## src/wpe_pkg.sv

```systemverilog
package wpe_pkg;

  localparam int COORD_W    = 24;
  localparam int INDEX_W    = 9;
  localparam int ENERGY_W   = 32;
  localparam int W_W        = 31;
  localparam int Q_W        = 48;
  localparam int Q_STEPS    = 4;
  localparam int DIV_W      = 48;
  localparam int DIV_ITERS  = DIV_W / Q_STEPS;
  localparam int FOLD_STEPS = 4;
  localparam int FOLD_ITERS = COORD_W / FOLD_STEPS;
  localparam int FOLD_LAT   = FOLD_ITERS + 2;

  localparam logic [W_W-1:0] CUTOFF_Q30 = 31'd1352829926;
  localparam logic [Q_W-1:0] ONE_Q16    = 48'd65536;
  localparam logic [Q_W-1:0] T_LIMIT    = 48'd16777216;
  localparam logic [DIV_W-1:0] DIVIDEND = 48'h8000_0000_0000;

  localparam logic [1:0] REG_BOX_X = 2'd0;
  localparam logic [1:0] REG_BOX_Y = 2'd1;
  localparam logic [1:0] REG_BOX_Z = 2'd2;

  // one pipeline stage of the restoring divider
  typedef struct packed {
    logic [DIV_W-1:0] rem;
    logic [DIV_W-1:0] quo;
    logic [DIV_W-1:0] dvs;
  } div_t;

  // one pipeline stage of the periodic fold remainder
  typedef struct packed {
    logic [COORD_W-1:0] rem;
    logic [COORD_W-1:0] num;
    logic [COORD_W-1:0] len;
  } fold_t;

  // flags carried alongside the data
  typedef struct packed {
    logic zero;
    logic hit;
    logic sat;
  } flag_t;

endpackage

```

## src/wpe_fold.sv

```systemverilog
module wpe_fold (
  input  logic                        clk,
  input  logic                        en,
  input  logic [wpe_pkg::COORD_W-1:0] p,
  input  logic [wpe_pkg::COORD_W-1:0] q,
  input  logic [wpe_pkg::COORD_W-1:0] len,
  output logic [wpe_pkg::COORD_W-1:0] d
);

  logic [wpe_pkg::COORD_W-1:0] a;
  wpe_pkg::fold_t              fs [wpe_pkg::FOLD_ITERS+1];
  logic [wpe_pkg::COORD_W-1:0] m;
  logic [wpe_pkg::COORD_W-1:0] len_f;
  logic [wpe_pkg::COORD_W-1:0] lm;

  // magnitude of the displacement
  assign a = (p > q) ? (p - q) : (q - p);

  always_ff @(posedge clk) begin
    if (en) begin
      fs[0].rem <= '0;
      fs[0].num <= a;
      fs[0].len <= len;
    end
  end

  // a mod len, four remainder bits per stage; a zero length leaves a unchanged
  for (genvar g = 0; g < wpe_pkg::FOLD_ITERS; g++) begin : g_mod
    wpe_pkg::fold_t            nx;
    logic [wpe_pkg::COORD_W:0] sh;
    always_comb begin
      nx = fs[g];
      sh = '0;
      for (int b = 0; b < wpe_pkg::FOLD_STEPS; b++) begin
        sh     = {nx.rem, nx.num[wpe_pkg::COORD_W-1]};
        nx.num = {nx.num[wpe_pkg::COORD_W-2:0], 1'b0};
        if (sh >= {1'b0, nx.len}) sh = sh - {1'b0, nx.len};
        nx.rem = sh[wpe_pkg::COORD_W-1:0];
      end
    end
    always_ff @(posedge clk) begin
      if (en) fs[g+1] <= nx;
    end
  end

  // nearest image from the remainder
  assign m     = fs[wpe_pkg::FOLD_ITERS].rem;
  assign len_f = fs[wpe_pkg::FOLD_ITERS].len;
  assign lm    = len_f - m;

  always_ff @(posedge clk) begin
    if (en) begin
      d <= (len_f == '0) ? m : ((m <= lm) ? m : lm);
    end
  end

endmodule
```

## config.mk

```make
export PLATFORM = sky130hd
export DESIGN_NAME = wpe_fold
export DESIGN_NICKNAME = d
export VERILOG_FILES = /design/src/wpe_pkg.sv /design/src/wpe_fold.sv
export SDC_FILE = /design/constraint.sdc
export NUM_CORES = 2
export LEC_CHECK = 0
export BUFFER_PORTS_ARGS = -buffer_cell sky130_fd_sc_hd__buf_2
export CAP_MARGIN = 0
export CORE_AREA = 2 2 407 409
export CTS_BUF_LIST = sky130_fd_sc_hd__clkbuf_4 sky130_fd_sc_hd__clkbuf_8
export CTS_CLUSTER_SIZE = 16
export DETAILED_ROUTE_END_ITERATION = 8
export DIE_AREA = 0 0 409 411
export GPL_TIMING_DRIVEN = 0
export PLACE_DENSITY = 0.49
export SETUP_SLACK_MARGIN = 0.1
export SYNTH_ARGS = -nofsm -noshare
export SYNTH_HDL_FRONTEND = slang
export SYNTH_SLANG_ARGS = --single-unit
```

## constraint.sdc

```tcl
create_clock -name clk -period 20.1 [get_ports clk]
set_input_delay 2.01 -clock clk [delete_from_list [all_inputs] [get_ports clk]]
set_output_delay 2.01 -clock clk [all_outputs]
set_load 0.05 [all_outputs]
```

==> impl_metrics.env <==
export IMPL_asyncSetResetFlopFracSynth_pct=0
export IMPL_cts_buffers=81
export IMPL_r2r_start="fs[5][1]"
export IMPL_timing_rr_end="fs[6][65]"
export IMPL_maxSlewHeadroom_pct=38.3
export IMPL_clk_pin_slew_worst_paths_ns=0.06
export IMPL_clockRootBuffer="sky130_fd_sc_hd__clkbuf_8"
export IMPL_port_buffers=97
export IMPL_netlist_cell_type_count=93
export IMPL_post_synth_instance_area_um2=48900
export IMPL_maximum_number_of_pins_on_one_net_before_global_route_repair=122
export IMPL_clkLatencyLatePin_ns=0.80
export IMPL_critical_path_class="flop to flop"
export IMPL_post_cts_setup_buffer_count=0
export IMPL_drt_initial_drc_count=2550
export IMPL_place_detailed_hpwl_mm=127
export IMPL_area_growth_synth_to_final_pct=10.3
export IMPL_hold_buffers=0
export IMPL_routed_wire_length_per_instance_um=19.5
export IMPL_dieArea_um2=168000
export IMPL_min_delay_worst_endpoint="fs[1][36]"
export IMPL_detailed_route_vias_per_instance=5.25
export IMPL_wire_length_of_the_first_global_routing_pass_mm=233
export IMPL_clkSinkCount=420
export IMPL_placementRows=149
export IMPL_maxClockFrequency_ghz=0.0660
export IMPL_setup_viol=0
export IMPL_gpl_final_weighted_congestion=0.900
export IMPL_worst_endpoint_required_ns=20.58
export IMPL_floorplan_initialDensity_pct=29.9
export IMPL_clock_skew_ns=0.0731
export IMPL_worst_path_max_fanout=10
export IMPL_wl_mm=153
export IMPL_tritoncts="built"
export IMPL_min_period_ns=15.15
export IMPL_grt_antenna_before_repair=4
export IMPL_min_path_cells=0
export IMPL_drive_gt1_share_pct=11.9
export IMPL_hold_violations=0
export IMPL_avgSynthCellArea_um2=9.02
export IMPL_reg2regPathDepth=52
export IMPL_maxCapViolCount=0
export IMPL_synth_seq_cells=420
export IMPL_drt_first_pass_iters=7
export IMPL_cp_slowest_stage_delay_ns=0.63
export IMPL_transition_time_at_the_pin_with_the_least_slew_margin_ns=0.924
export IMPL_critical_path_startpoint_type="flop"
export IMPL_cts_path_max_buffers=3
export IMPL_drt_drc_violations_left=0
export IMPL_worstHoldStart="fs[0][32]"
export IMPL_floorplan_die_height_um=411
export IMPL_finish_net_count=6355
export IMPL_cts_resized=0
export IMPL_core_area_um2=164000
export IMPL_fillCellCount=17100
export IMPL_grtUsageTotal_pct=17.7
export IMPL_grt_setup_unrepaired="false"
export IMPL_syn_num_nets=6171
export IMPL_grt_pass1_vias=39800
export IMPL_floorplan_io_pins=98
export IMPL_postSynthCellCount=5423
export IMPL_worstSetupEndpointType="flop"
export IMPL_critical_path_slowest_cell="sky130_fd_sc_hd__o21ai_0"
export IMPL_worst_ep_arrival_time_ns=15.63
export IMPL_cts_htree_levels=3
export IMPL_grt_overflow=0
export IMPL_finalSetupTns_ns=0
export IMPL_period_share_pct=75.4
export IMPL_worstHoldPathType="flop to flop"
export IMPL_number_of_max_slew_violations_in_the_final_report=0
export IMPL_drtAntennaViolNets=0
export IMPL_postSynth_topFlopCell="sky130_fd_sc_hd__edfxtp_1"
export IMPL_critPathMostFrequentCell="sky130_fd_sc_hd__o21ai_0"
export IMPL_die_width_um=409
export IMPL_yosysWarnings=0
export IMPL_regToRegSetupSlack_ns=4.95
export IMPL_vias=41300
export IMPL_synth_enable_flop_cells=420
export IMPL_worstSetupStartpoint="fs[5][1]"
export IMPL_yosysSeqAreaShare_pct=25.8
export IMPL_run_status="finished, final reports clean"
-- placed cells by master, fill, tap and decap left out, types with 22 or more instances in the layout --
master / count
sky130_fd_sc_hd__a211oi_1: 53
sky130_fd_sc_hd__a21boi_0: 34
sky130_fd_sc_hd__a21o_1: 264
sky130_fd_sc_hd__a21oi_1: 463
sky130_fd_sc_hd__a31oi_1: 52
sky130_fd_sc_hd__and2_1: 24
sky130_fd_sc_hd__and3_1: 43
sky130_fd_sc_hd__buf_2: 126
sky130_fd_sc_hd__clkbuf_1: 62
sky130_fd_sc_hd__clkbuf_4: 22
sky130_fd_sc_hd__clkbuf_8: 81
sky130_fd_sc_hd__edfxtp_1: 420
sky130_fd_sc_hd__fa_1: 26
sky130_fd_sc_hd__ha_1: 648
sky130_fd_sc_hd__inv_1: 403
sky130_fd_sc_hd__mux2_2: 327
sky130_fd_sc_hd__mux2i_1: 69
sky130_fd_sc_hd__nand2_1: 367
sky130_fd_sc_hd__nand2b_1: 77
sky130_fd_sc_hd__nand3_1: 86
sky130_fd_sc_hd__nand4_1: 78
sky130_fd_sc_hd__nor2_1: 302
sky130_fd_sc_hd__nor2b_1: 82
sky130_fd_sc_hd__nor3_1: 91
sky130_fd_sc_hd__nor4_1: 51
sky130_fd_sc_hd__o211ai_1: 25
sky130_fd_sc_hd__o21a_1: 85
sky130_fd_sc_hd__o21ai_0: 334
sky130_fd_sc_hd__o21bai_1: 84
sky130_fd_sc_hd__o31ai_1: 35
sky130_fd_sc_hd__or3_1: 25
sky130_fd_sc_hd__xnor2_1: 318
sky130_fd_sc_hd__xor2_1: 151
-- area by class of cell --
type / count / area [um2] / area share, %
antenna: 3 / 7.51 / 0.0139
buffer: 102 / 468 / 0.867
clock buffer: 103 / 1280 / 2.37
clock inverter: 42 / 413 / 0.765
inverter: 403 / 1510 / 2.80
multi-input combinational: 4498 / 34300 / 63.6
sequential: 420 / 12600 / 23.4
tap: 2189 / 2740 / 5.07
timing repair buffer: 101 / 606 / 1.12
-- critical path, delay by kind of cell (launching register included) --
kind	cells	cell delay (ns)
compound gates	32	8.53
buf+inv	8	3.01
fa+ha+maj	4	1.43
simple gates	7	0.91
flops	1	0.53
mux	1	0.44
-- worst max path at each step --
stage	to	slack, ns	cells past startpoint
global route	fs[6][65]	3.93	52
detailed placement	fs[6][65]	5.08	51
finish	fs[6][65]	4.95	52
global placement	fs[6][65]	5.08	52
floorplan	fs[4][63]	9.02	49
CTS	fs[6][65]	5.03	51
-- kinds of logic (layout without fill, tap and decap cells) --
family,count (synthesis),count (layout),synth area share [%]
mux,421,421,9.68
compound gates,1644,1644,21.6
flops,420,420,25.8
xor+xnor,469,469,8.40
fa+ha+maj,674,674,17.6
simple gates,1290,1290,12.8
buf+inv,505,751,4.05
other cells,0,3,0
-- cell usage after synthesis (10+ instances only) --
library cell / instances / share of area, %
sky130_fd_sc_hd__a21boi_0: 34 / 0.52
sky130_fd_sc_hd__xnor2_1: 318 / 5.7
sky130_fd_sc_hd__a311oi_1: 14 / 0.25
sky130_fd_sc_hd__o31a_1: 19 / 0.34
sky130_fd_sc_hd__ha_1: 648 / 17
sky130_fd_sc_hd__a31o_2: 19 / 0.34
sky130_fd_sc_hd__and3_1: 43 / 0.55
sky130_fd_sc_hd__nor2_1: 302 / 2.3
sky130_fd_sc_hd__a31oi_1: 52 / 0.66
sky130_fd_sc_hd__buf_2: 30 / 0.31
sky130_fd_sc_hd__o22ai_1: 10 / 0.13
sky130_fd_sc_hd__a221oi_1: 11 / 0.20
sky130_fd_sc_hd__nand2_1: 367 / 2.8
sky130_fd_sc_hd__fa_1: 26 / 1.1
sky130_fd_sc_hd__o21ai_1: 15 / 0.15
sky130_fd_sc_hd__and2_1: 24 / 0.31
sky130_fd_sc_hd__o31ai_1: 35 / 0.54
sky130_fd_sc_hd__a21o_1: 264 / 4.1
sky130_fd_sc_hd__mux2i_1: 69 / 1.4
sky130_fd_sc_hd__nor3b_1: 11 / 0.17
sky130_fd_sc_hd__mux2_4: 19 / 0.58
sky130_fd_sc_hd__nor3_1: 91 / 0.93
sky130_fd_sc_hd__a211o_1: 19 / 0.34
sky130_fd_sc_hd__nor4_1: 51 / 0.65
sky130_fd_sc_hd__clkbuf_1: 62 / 0.48
sky130_fd_sc_hd__or2_2: 15 / 0.19
sky130_fd_sc_hd__xor2_1: 151 / 2.7
sky130_fd_sc_hd__a41oi_1: 11 / 0.20
sky130_fd_sc_hd__o211ai_1: 25 / 0.38
sky130_fd_sc_hd__mux2_2: 327 / 7.5
sky130_fd_sc_hd__edfxtp_1: 420 / 26
sky130_fd_sc_hd__and4_1: 13 / 0.23
sky130_fd_sc_hd__or3_1: 25 / 0.32
sky130_fd_sc_hd__a211oi_1: 53 / 0.81
sky130_fd_sc_hd__a21oi_1: 463 / 4.7
sky130_fd_sc_hd__nand4_1: 78 / 1.0
sky130_fd_sc_hd__nor2b_1: 82 / 1.0
sky130_fd_sc_hd__o21ai_0: 334 / 3.4
sky130_fd_sc_hd__o21a_1: 85 / 1.3
sky130_fd_sc_hd__o21bai_1: 84 / 1.3
sky130_fd_sc_hd__nand2b_1: 77 / 0.98
sky130_fd_sc_hd__inv_1: 403 / 3.1
sky130_fd_sc_hd__nand3_1: 86 / 0.88
-- registers in the layout, indices dropped and copies added, names as in the netlist --
name	flops
fs	396
d	24
-- metrics by stage --
stage / setup WS [ns] / util, % / hold WS (ns) / cells / cell area [um2]
6_report: 4.95 / 32.9 / 0.385 / 7861 / 54000
5_1_grt: 3.93 / 32.9 / 0.396 / 7859 / 54000
4_1_cts: 5.03 / 32.9 / 0.381 / 7858 / 54000
3_5_place_dp: 5.08 / 31.9 / 0.405 / 7713 / 52300
3_3_place_gp: 5.08 / 31.8 / 0.403 / 7709 / 52200
2_1_floorplan: 9.02 / - / 0.400 / 5423 / 48900
-- per-layer routing --
| layer | track usage, % | vias up | routed length [um] |
|---|---|---|---|
| li1 | - | 20600 | - |
| met5 | 0 | - | 16 |
| met4 | 5.81 | 2 | 4960 |
| met2 | 30.7 | 846 | 73400 |
| met3 | 1.82 | 205 | 5140 |
| met1 | 22.8 | 19600 | 69800 |
Power is not shown: default switching activity piles up to over one toggle a cycle in this logic, so the estimate is an artifact.
